### config.mk
export PLATFORM = sky130hd
export DESIGN_NAME = ftn_div
export DESIGN_NICKNAME = d
export VERILOG_FILES = /design/src/ftn_pkg.sv /design/src/ftn_div.sv
export SDC_FILE = /design/constraint.sdc
export NUM_CORES = 1
export LEC_CHECK = 0
export ABC_AREA = 1
export BUFFER_PORTS_ARGS = -buffer_cell sky130_fd_sc_hd__buf_2
export CORE_UTILIZATION = 30
export DETAILED_ROUTE_END_ITERATION = 6
export GPL_ROUTABILITY_DRIVEN = 0
export SKIP_LAST_GASP = 1
export SYNTH_ARGS = -nofsm -noshare
export SYNTH_HDL_FRONTEND = slang
export SYNTH_SLANG_ARGS = --single-unit
### constraint.sdc
create_clock -name clk_i -period 20.9 [get_ports clk_i]
set_input_delay 3.135 -clock clk_i [delete_from_list [all_inputs] [get_ports clk_i]]
set_output_delay 3.135 -clock clk_i [all_outputs]
set_load 0.005 [all_outputs]
### src/ftn_pkg.sv
// shared types and constants of the frequency table normalizer
// no dependencies; used by frequency_table_normalizer_top and ftn_div
package ftn_pkg;

  localparam int SYMBOLS  = 256;
  localparam int SYM_W    = $clog2(SYMBOLS);
  localparam int IDX_W    = $clog2(SYMBOLS + 1);
  localparam int SYMCNT_W = 9;
  localparam int CNT_W    = (IDX_W > SYMCNT_W) ? IDX_W : SYMCNT_W;
  localparam int RAW_W    = 32;
  localparam int FREQ_W   = 16;
  localparam int TOT_W    = 24;
  localparam int SCALE_W  = 17;
  localparam logic [TOT_W-1:0] TOTAL_MAX = {TOT_W{1'b1}};

  typedef enum logic [1:0] {
    OP_LOAD    = 2'd0,
    OP_REBUILD = 2'd1,
    OP_QUERY   = 2'd2
  } op_e;

  typedef struct packed {
    logic [1:0]       op;
    logic [7:0]       symbol;
    logic [RAW_W-1:0] raw_count;
  } in_t;

  typedef struct packed {
    logic [FREQ_W-1:0] sym_freq;
    logic [TOT_W-1:0]  low_total;
    logic [TOT_W-1:0]  high_total;
    logic [TOT_W-1:0]  grand_total;
  } out_t;

endpackage

### src/ftn_div.sv
// iterative divider, four quotient bits per cycle, 16-bit quotient
// depends on ftn_pkg; caller guarantees dividend < 65536 * divisor
module ftn_div
  import ftn_pkg::*;
(
  input  logic                       clk_i,
  input  logic                       rst_ni,
  input  logic                       start_i,
  input  logic [ftn_pkg::RAW_W-1:0]   dividend_i,
  input  logic [ftn_pkg::SCALE_W-1:0] divisor_i,
  output logic                       done_o,
  output logic [ftn_pkg::FREQ_W-1:0]  quotient_o
);

  logic               busy_q, busy_d;
  logic               done_q, done_d;
  logic [1:0]         step_q, step_d;
  logic [SCALE_W-1:0] rem_q, rem_d;
  logic [SCALE_W-1:0] dvs_q, dvs_d;
  logic [FREQ_W-1:0]  dvd_q, dvd_d;
  logic [FREQ_W-1:0]  quo_q, quo_d;

  logic [SCALE_W-1:0] r;
  logic [SCALE_W:0]   t;
  logic [3:0]         qb;

  // four restoring steps on the partial remainder
  always_comb begin
    r  = rem_q;
    qb = '0;
    for (int k = 0; k < 4; k++) begin
      t = {r, dvd_q[FREQ_W-1-k]};
      if (t >= {1'b0, dvs_q}) begin
        r         = SCALE_W'(t - {1'b0, dvs_q});
        qb[3-k]   = 1'b1;
      end else begin
        r = t[SCALE_W-1:0];
      end
    end
  end

  always_comb begin
    busy_d = busy_q;
    done_d = 1'b0;
    step_d = step_q;
    rem_d  = rem_q;
    dvs_d  = dvs_q;
    dvd_d  = dvd_q;
    quo_d  = quo_q;
    if (start_i) begin
      busy_d = 1'b1;
      step_d = '0;
      rem_d  = {1'b0, dividend_i[RAW_W-1:FREQ_W]};
      dvd_d  = dividend_i[FREQ_W-1:0];
      dvs_d  = divisor_i;
      quo_d  = '0;
    end else if (busy_q) begin
      rem_d  = r;
      dvd_d  = {dvd_q[FREQ_W-5:0], 4'b0000};
      quo_d  = {quo_q[FREQ_W-5:0], qb};
      step_d = step_q + 2'd1;
      if (step_q == 2'd3) begin
        busy_d = 1'b0;
        done_d = 1'b1;
      end
    end
  end

  always_ff @(posedge clk_i or negedge rst_ni) begin
    if (!rst_ni) begin
      busy_q <= 1'b0;
      done_q <= 1'b0;
      step_q <= '0;
      rem_q  <= '0;
      dvs_q  <= '0;
      dvd_q  <= '0;
      quo_q  <= '0;
    end else begin
      busy_q <= busy_d;
      done_q <= done_d;
      step_q <= step_d;
      rem_q  <= rem_d;
      dvs_q  <= dvs_d;
      dvd_q  <= dvd_d;
      quo_q  <= quo_d;
    end
  end

  assign done_o     = done_q;
  assign quotient_o = quo_q;

  a_no_restart: assert property (@(posedge clk_i) disable iff (!rst_ni)
    start_i |-> !busy_q)
    else $error("divider restarted while busy");
  a_done_idle: assert property (@(posedge clk_i) disable iff (!rst_ni)
    done_q |-> !busy_q && $past(busy_q))
    else $error("divider done without a finished run");
  a_rem_bound: assert property (@(posedge clk_i) disable iff (!rst_ni)
    busy_q |-> rem_q < dvs_q)
    else $error("divider remainder out of range");

endmodule
### Word-level counts from Yosys, hierarchy flattened

Cells that the tools add are included.

* magnitude comparators: 4
* reduce and logical (&&, ||, !) cells: 1
* muxes and demuxes: 22
* add/sub/neg operators: 5
* equality and inequality tests: 1

Operators with widths (number)
* two-way mux 17 bit: 6
* greater-or-equal comparator 18 x 17 -> 1 bit: 4
* subtractor 17 bit: 4
* two-way mux 16 bit: 4
* two-way mux 1 bit: 10
* two-way mux 2 bit: 2
* adder 2 x 1 -> 2 bit (second input constant): 1
* == test 2 bit (second input constant): 1
* nonzero test 2 bit: 1

* logic and storage cells: 40
* bits in registers: 70
* bits of input ports: 52
* output and inout bits: 17

### Longest topological paths before layout

Gate-level depths: netlist of run 1.

* word-level depth: 10
* mapped depth: 61
* mapped depth without buffers: 58

### Worst setup path after synthesis of run 1

No wires, ideal clock.

* path type: register -> register
* start: register dvs_q[1]
* end: register rem_q[12]
* setup slack: 13.639 ns
* cell stages (with the launch flop): 58
* arrival time: 7.139 ns
* buffers on the path: 2
* data required time: 20.779 ns
* period minus slack after synthesis: 7.261 ns
* setup time: 0.121 ns
* path through: dfrtp_1 > inv_1 > ha_1 > nand2_1 > nor2_1 > nand2_1 > nor3_2 > nor2_2 > nand2_4 > inv_2 > or2_2 > o21ai_0 > inv_1 > fa_1 > inv_1 > nand2_1 > nand3_2 > nand2_1 > [... 22 more ...] > buf_4 > nand2_1 > o21ai_1 > fa_1 > nand2_1 > nand2_1 > a21oi_1 > o21ai_0 > nand3_1 > nand2_1 > nand2_1 > nand3b_1 > a21oi_1 > inv_1 > a21oi_2 > nand3_1 > nand3_1 > nand2_1

* word-level cells in the longest chain between the ends: 10
* elaborated cells on any way between the ends: 14
* those cells by class: add/sub (4); order compare (4); mux (6)

RTL lines
* from (decl): line ftn_div.sv:19 `logic [SCALE_W-1:0] dvs_q, dvs_d;`
* from (signal assigned): line ftn_div.sv:83 `dvs_q <= dvs_d;`
* subtractor 17 bit / greater-or-equal comparator 18 x 17 -> 1 bit (equally long branches): line ftn_div.sv:34, ftn_div.sv:33
* two-way mux 17 bit: line ftn_div.sv:33 `if (t >= {1'b0, dvs_q}) begin`
* subtractor 17 bit / greater-or-equal comparator 18 x 17 -> 1 bit (equally long branches): line ftn_div.sv:34, ftn_div.sv:33
* two-way mux 17 bit: line ftn_div.sv:33
* subtractor 17 bit / greater-or-equal comparator 18 x 17 -> 1 bit (equally long branches): line ftn_div.sv:34, ftn_div.sv:33
* two-way mux 17 bit: line ftn_div.sv:33
* subtractor 17 bit / greater-or-equal comparator 18 x 17 -> 1 bit (equally long branches): line ftn_div.sv:34, ftn_div.sv:33
* two-way mux 17 bit *: line ftn_div.sv:33
* two-way mux 17 bit *: line ftn_div.sv:57 `end else if (busy_q) begin`
* two-way mux 17 bit *: line ftn_div.sv:50 `if (start_i) begin`
* to (signal assigned): line ftn_div.sv:82 `rem_q <= rem_d;`
* to (decl): line ftn_div.sv:18 `logic [SCALE_W-1:0] rem_q, rem_d;`

Mark *: on every way between the ends. The rest lies on a longest branch, timed or not. The select of a mux whose other input is x is not followed.
A chain may end at the register's enable or synchronous reset.

### Worst setup path in the final report of run 1

* start: register dvs_q[9]
* end: register rem_q[12]

The elaborated chain is that of the path after synthesis.

==> results.cfg, run 1 <==
[floorplanning]
initial_core_util = 0.309
core_area_um2 = 22100
rows = 54
die_width_um = 153
die_h_um = 153
die-area_um2 = 23400
io_pins = 69

[logic_synthesis]
synth_area_leaders = dfrtp_1 (26%), nand2_1 (17%), ha_1 (13%)
ys_async_sr_fraction = 1.00
synth_cells = 1000
synth_edf_count = 0
ys_types = 47
synth_top_area_frac = 0.256
syn_area_um2 = 6840
ys_warn_count = 0
ys.flop_type = dfrtp_1
post-synth-top-count-cell = nand2_1
syn_nets = 1125
ys_top_cells_by_count = nand2_1 (309), inv_1 (127), dfrtp_1 (70), o21ai_0 (70), ha_1 (69)
avgSynthCellArea_um2 = 6.84
yosysSeqAreaShare = 0.256
synth-seq-cells = 70
synth_top_area_cell = dfrtp_1

[job]
maxCapViolations = 0

[outcome]
status = complete, no violations

[route]
wirelength_mm = 22.8
avgViaCountPerCell = 5.16
ant_nets = 0
drt-initial-drc-count = 678
first_pass_iters = 5
wire_per_inst_um = 16.9
num_vias = 6939
route.detailed.drc = 0

[setup_path]
cpPeakStageDelay_ns = 0.46
reg2reg_slack_ns = 11.75
rr_worst_depth = 55
worst_ep_arrival_time_ns = 9.38
critical_path_depth = 55
rr_endpoint = rem_q[12]$_DFFE_PN0P_
critical_path.top_delay_family = simple AND/OR/NAND/NOR gates
crit_top_cell = nand2_1
critPathKind = flip-flop to flip-flop
slowest_stage = fa_1
worstReg2RegStart = dvs_q[9]$_DFFE_PN0P_
path_buf_inv = 8
start_kind = flip-flop
worst_ep_required_time_ns = 21.13
critPathCaptureType = flip-flop
path_max_fanout = 26

[min_path]
min_to = quotient_o[12]$_DFFE_PN0P_
min_from = quotient_o[12]$_DFFE_PN0P_
hp-class = flip-flop to flip-flop
hold_path_depth = 2

[timing]
rsz0062_at_grt = no
maxSlewHeadroom = 0.220
maxSlewViolCount = 0
final_hold_viol_count = 0
setup_viol = 0
max_freq_mhz = 109
layout_setup_ws_ns = 11.75
clock_skew_ns = 0.00789
post-route-period-util = 0.438
finalSetupTns_ns = 0
finalCriticalPeriod_ns = 9.15
max_slew.worst_pin.slew_ns = 1.17

[clock_network]
clk_path_buf_depth = 2
cts_sinks = 70
clk_pin_slew_ns = 0.06
cts_tree = built
hold_buffers = 0
worst_skew_pair.late_latency_ns = 0.35
h-tree-depth = 3
cts_setup_buffers = 0
cts.repair.resized = 0
numCtsBuffers = 9
ctsRootBufferMaster = clkbuf_16

[cells_and_area]
nets = 1186
antenna_cells = 0
area_growth_pct = 13.2
drive_gt1_frac = 0.104

[global_routing]
antenna_found_initial = 0
overflow = 0
track_usage = 0.194
grt_pass1_vias = 6481
grt_pass1_wl_mm = 35.0
grt_max_degree = 71

[place]
io_buffers = 68
hpwl_mm = 17.9
place_ws_ns = 11.97
[cell usage in the layout, fill, tap and decap left out, types with 3 or more instances in the layout]
| cell | synthesis | final |
|---|---|---|
| o22ai_1 | 11 | 11 |
| dfrtp_1 | 70 | 70 |
| buf_2 | 4 | 68 |
| clkbuf_16 | 0 | 9 |
| xor2_1 | 23 | 23 |
| buf_4 | 2 | 3 |
| inv_1 | 127 | 127 |
| clkinv_2 | 0 | 3 |
| o21ai_0 | 70 | 70 |
| a22oi_1 | 19 | 19 |
| fa_1 | 4 | 4 |
| xnor2_1 | 32 | 32 |
| nor3_1 | 4 | 4 |
| nor2_2 | 3 | 4 |
| inv_2 | 3 | 3 |
| o21bai_1 | 3 | 3 |
| ha_1 | 69 | 69 |
| clkinvlp_4 | 0 | 3 |
| nand4_1 | 3 | 3 |
| a21o_1 | 4 | 4 |
| nand3_1 | 48 | 48 |
| o211ai_1 | 10 | 10 |
| o221ai_1 | 4 | 4 |
| nand2_1 | 309 | 309 |
| nand3b_1 | 5 | 5 |
| nand3_4 | 3 | 3 |
| a21oi_1 | 55 | 55 |
| a31oi_1 | 6 | 6 |
| nor2_1 | 50 | 49 |
| nand3_2 | 3 | 3 |
| o21ai_1 | 15 | 15 |
[worst min-delay path: cells and delay by family (launching register included)]
kind,cells,cell delay [ns]
simple gates,1,0.05
flops,1,0.34
compound gates,1,0.06
[per-stage QoR]
step | cells | util | hold slack (ns) | area (µm²)
finish | 1346 | 0.350 | 0.487 | 7740
global route | 1346 | 0.350 | 0.524 | 7740
CTS | 1346 | 0.350 | 0.492 | 7740
detailed placement | 1330 | 0.338 | 0.474 | 7460
global placement | 1330 | 0.338 | 0.465 | 7460
floorplan | 1000 | - | 0.450 | 6840
[registers in the layout, summed over array words and instances (netlist names)]
register,cells
dvs_q,17
step_q,2
done_o,1
rem_q,17
dvd_q,16
quotient_o,16
busy_q,1
[cells by family (layout without fill, tap and decap cells)]
family,after synthesis,count (layout),synth area share
AND/OR/NAND/NOR,439,439,0.271
AO/OA/AOI/OAI,209,209,0.177
buffers and inverters,154,220,0.0868
adder cells (fa/ha/maj),73,73,0.138
flip-flops,70,70,0.256
XOR/XNOR,55,55,0.0705
[routing by layer]
| metal | global-route usage | part of all wire | wire length (µm) | vias to the layer above |
|---|---|---|---|---|
| met5 | 0 | 0 | 0 | - |
| met4 | 0.0827 | 0.030 | 689 | 0 |
| met3 | 0.0252 | 0.067 | 1520 | 44 |
| met2 | 0.306 | 0.44 | 10100 | 277 |
| met1 | 0.265 | 0.46 | 10500 | 3205 |
| li1 | - | - | - | 3413 |
[final cells by class]
class / count / area, µm²
clock inverters: 6 / 37.5
repair buffers: 71 / 363
well taps: 280 / 350
multi-input cells: 776 / 4490
fillers: 2311 / 14400
clock buffers: 10 / 239
inverters: 133 / 502
flip-flops and latches: 70 / 1750
[worst max path at each step]
stage	startpoint	to	slack (ns)
after floorplan	dvs_q[1]$_DFFE_PN0P_	rem_q[12]$_DFFE_PN0P_	13.64
after global placement	dvs_q[9]$_DFFE_PN0P_	rem_q[6]$_DFFE_PN0P_	12.15
after detailed placement	dvs_q[9]$_DFFE_PN0P_	rem_q[12]$_DFFE_PN0P_	11.97
after CTS	dvs_q[9]$_DFFE_PN0P_	rem_q[12]$_DFFE_PN0P_	11.95
after global routing	dvs_q[9]$_DFFE_PN0P_	rem_q[6]$_DFFE_PN0P_	11.05
final	dvs_q[9]$_DFFE_PN0P_	rem_q[12]$_DFFE_PN0P_	11.75
Power of run 1 is left out: the tool's default activity adds up to more than one toggle a clock period on the data nets, which glitch-free logic cannot reach.
==> run 2, diff against run 1 <==
clock period = 7.36 ns   (was 20.9 ns; I/O delays follow)
==> results.cfg, run 2 (synthesis results as in run 1) <==
[setup_path]
worstReg2RegStart = rem_q[0]$_DFFE_PN0P_
reg2reg_slack_ns = 0.28
path_max_fanout = 6
path_buf_inv = 11
start_kind = flip-flop
crit_start = rem_q[0]$_DFFE_PN0P_
critPathKind = flip-flop to flip-flop
slowest_stage = dfrtp_2
worst_ep_required_time_ns = 7.61
worst_ep_arrival_time_ns = 7.32
critical_path.top_delay_family = simple AND/OR/NAND/NOR gates
crit_top_cell = nand2_1
critPathCaptureType = flip-flop
cpPeakStageDelay_ns = 0.44

[clock_network]
cts_sinks = 70
cts_tree = built
ctsRootBufferMaster = clkbuf_16
h-tree-depth = 3
numCtsBuffers = 9
worst_skew_pair.late_latency_ns = 0.35
clk_path_buf_depth = 2
clk_pin_slew_ns = 0.06
hold_buffers = 0

[min_path]
hp-class = flip-flop to flip-flop
min_from = dvd_q[10]$_DFFE_PN0P_

[timing]
maxSlewViolCount = 0
max_slew.worst_pin.slew_ns = 1.21
setup_viol = 0
max_freq_mhz = 141
clock_skew_ns = 0.00924
post-route-period-util = 0.962
final_hold_viol_count = 0
maxSlewHeadroom = 0.190
finalSetupTns_ns = 0
finalCriticalPeriod_ns = 7.08
layout_setup_ws_ns = 0.283

[floorplanning]
core_area_um2 = 22100
rows = 54
die-area_um2 = 23400
die_h_um = 153
die_width_um = 153
initial_core_util = 0.309
io_pins = 69

[cells_and_area]
drive_gt1_frac = 0.360
antenna_cells = 0
layout_common_cells = nand2_1 (275), buf_4 (168), inv_1 (116)
area_growth_pct = 48.7
final_common_cell = nand2_1
top_regs = dvs_q (17), rem_q (17)
nets = 1369

[global_routing]
grt_pass1_vias = 7208
grt_max_degree = 71
grt_pass1_wl_mm = 38.3
overflow = 0
antenna_found_initial = 0
track_usage = 0.212

[route]
wire_per_inst_um = 17.2
drt-initial-drc-count = 605
num_vias = 7812
ant_nets = 0
first_pass_iters = 5
avgViaCountPerCell = 5.11
route.detailed.drc = 0
wirelength_mm = 26.3

[place]
io_buffers = 68
hpwl_mm = 20.0
place_ws_ns = -0.178

[outcome]
status = complete, no violations

[job]
maxCapViolations = 0
## run 2: changes by cell type in the layout (fill, tap and decap cells not counted), moves of 26 or more
cell / previous run / this run
o21ai_0: 70 / 44
nand2_1: 309 / 275
nand2_2: 1 / 31
buf_4: 3 / 168
ha_1: 69 / 31
ha_4: 0 / 36
## run 2: what timing repair did
item	4_1_cts	5_1_grt
hold endpoints to repair	0	0
setup buffers	0	19
pin swaps	7	57
setup endpoints to repair	18	18
gates cloned	0	6
resized for setup	30	199
## run 2: final timing paths
path / cells past startpoint / end
setup / recovery: 52 / rem_q[11]$_DFFE_PN0P_
hold / removal: 2 / dvd_q[14]$_DFFE_PN0P_
setup reg to reg: 52 / rem_q[11]$_DFFE_PN0P_
hold reg to reg: 2 / dvd_q[14]$_DFFE_PN0P_
max in group asynchronous: 2 / rem_q[3]$_DFFE_PN0P_
min in group asynchronous: 2 / quotient_o[0]$_DFFE_PN0P_
## run 2: worst reg2reg max path: cells and delay by family (launching register included)
family          cells  cell delay (ns)
buf+inv            11             1.48
flops               1             0.44
xor+xnor            1             0.15
simple gates       29             2.67
compound gates      7             1.00
fa+ha+maj           4             1.21
## run 2: area by class of cell
cell class,count,area [µm²]
well taps,280,350
clock buffers,10,229
repair buffers,251,1800
repair inverters,2,15.0
flip-flops and latches,70,1750
inverters,133,519
fillers,2158,11900
multi-input cells,777,5420
clock inverters,6,71.3
## run 2: layer usage
layer	global-route usage	routed length, µm
met1	0.300	12100
met2	0.337	12100
met3	0.0244	1590
met4	0.0625	536
met5	0	0
## run 2: through the flow
step | util | area (µm²) | hold slack [ns] | cells
after floorplan | - | 6840 | 0.450 | 1000
after global placement | 0.391 | 8650 | 0.465 | 1488
after detailed placement | 0.391 | 8650 | 0.473 | 1488
after CTS | 0.410 | 9060 | 0.487 | 1504
after global routing | 0.460 | 10200 | 0.514 | 1529
final | 0.460 | 10200 | 0.484 | 1529
Power of run 2 is left out for the same reason.
==> run 3, diff against run 2 <==
CORE_MARGIN = 4   (was unset)
PLACE_DENSITY_LB_ADDON = 0.08   (was unset)
==> results.cfg, run 3 (synthesis results as in run 1) <==
[clock_network]
h-tree-depth = 3
cts_sinks = 70
clk_pin_slew_ns = 0.08
cts_tree = built
worst_skew_pair.late_latency_ns = 0.36
hold_buffers = 0
ctsRootBufferMaster = clkbuf_16
numCtsBuffers = 9
clk_path_buf_depth = 2

[cells_and_area]
final_util = 0.496
nets = 1473
drive_gt1_frac = 0.415
top_regs = dvs_q (17), rem_q (17)
layout_common_cells = nand2_1 (274), buf_4 (274), inv_1 (109)
antenna_cells = 0
area_growth_pct = 60.3

[timing]
maxSlewViolCount = 0
post-route-period-util = 0.963
setup_viol = 0
max_freq_mhz = 141
max_slew.worst_pin.slew_ns = 1.26
final_hold_viol_count = 0
clock_skew_ns = 0.0173
holdWs_ns = 0.483
maxSlewHeadroom = 0.160
finalSetupTns_ns = 0
rsz0062_at_grt = yes
finalCriticalPeriod_ns = 7.09

[setup_path]
slowest_stage = dfrtp_1
start_kind = flip-flop
crit_top_cell = nand2_1
path_max_fanout = 7
critPathCaptureType = flip-flop
worst_ep_required_time_ns = 7.63
critPathKind = flip-flop to flip-flop
worst_ep_arrival_time_ns = 7.36
cpPeakStageDelay_ns = 0.44

[floorplanning]
die_width_um = 159
rows = 54
core_area_um2 = 22100
die_h_um = 159
initial_core_util = 0.309
die-area_um2 = 25300
io_pins = 69

[route]
ant_nets = 0
wirelength_mm = 29.7
drt-initial-drc-count = 493
first_pass_iters = 5
num_vias = 7951
avgViaCountPerCell = 4.87
route.detailed.drc = 0
wire_per_inst_um = 18.2

[outcome]
status = complete, no violations

[global_routing]
grt_pass1_vias = 7620
overflow = 0
grt_pass1_wl_mm = 43.4
grt_max_degree = 71
track_usage = 0.221
antenna_found_initial = 1

[min_path]
hp-class = flip-flop to flip-flop

[place]
io_buffers = 68
hpwl_mm = 23.1

[job]
maxCapViolations = 0
-- run 3: worst max-delay path, delay by kind of cell (launching register included) --
family,cells,cell delay (ns)
AO/OA/AOI/OAI,9,1.20
XOR/XNOR,1,0.23
adder cells (fa/ha/maj),5,1.66
buffers and inverters,7,0.60
flip-flops,1,0.44
AND/OR/NAND/NOR,31,2.84
-- run 3: per-layer routing --
layer  vias up  GRT usage  share of wire
met3        30     0.0347          0.050
met5         -          0              0
met1      3721      0.317           0.47
met2       186      0.347           0.46
met4         0     0.0588          0.020
li1       4014          -              -
-- run 3: cell type report --
type | count | area [µm²]
clock buffers | 9 | 225
clock inverters | 7 | 58.8
fillers | 2277 | 11100
inverters | 133 | 527
multi-input cells | 778 | 5440
flip-flops and latches | 70 | 1760
well taps | 280 | 350
repair buffers | 354 | 2580
repair inverters | 2 | 15.0
-- run 3: through the flow --
step           area [µm²]  cells  worst slack [ns]
2_1_floorplan        6840   1000            0.0993
3_3_place_gp         9460   1593            -0.411
3_5_place_dp         9460   1593            -0.403
4_1_cts              9810   1609            0.0244
5_1_grt             11000   1633            -0.123
6_report            11000   1633             0.269
-- run 3: final timing paths --
check / slack (ns) / to / depth (start not counted) / startpoint
min: 0.48 / dvd_q[14]$_DFFE_PN0P_ / 2 / dvd_q[10]$_DFFE_PN0P_
max in group asynchronous: 5.75 / rem_q[8]$_DFFE_PN0P_ / 1 / rst_ni
min in group asynchronous: 0.90 / dvd_q[0]$_DFFE_PN0P_ / 1 / rst_ni
max: 0.27 / rem_q[10]$_DFFE_PN0P_ / 53 / dvs_q[0]$_DFFE_PN0P_
max reg2reg: 0.27 / rem_q[10]$_DFFE_PN0P_ / 53 / dvs_q[0]$_DFFE_PN0P_
min reg2reg: 0.48 / dvd_q[14]$_DFFE_PN0P_ / 2 / dvd_q[10]$_DFFE_PN0P_
-- run 3: timing repair --
action                                 4_1_cts  5_1_grt
cloned                                       0        5
pin swaps                                    3       64
resized for setup                           32      199
endpoints found under the hold margin        0        0
setup endpoints to repair                   18       18
setup buffers                                0       19
Power of run 3 is left out for the same reason.
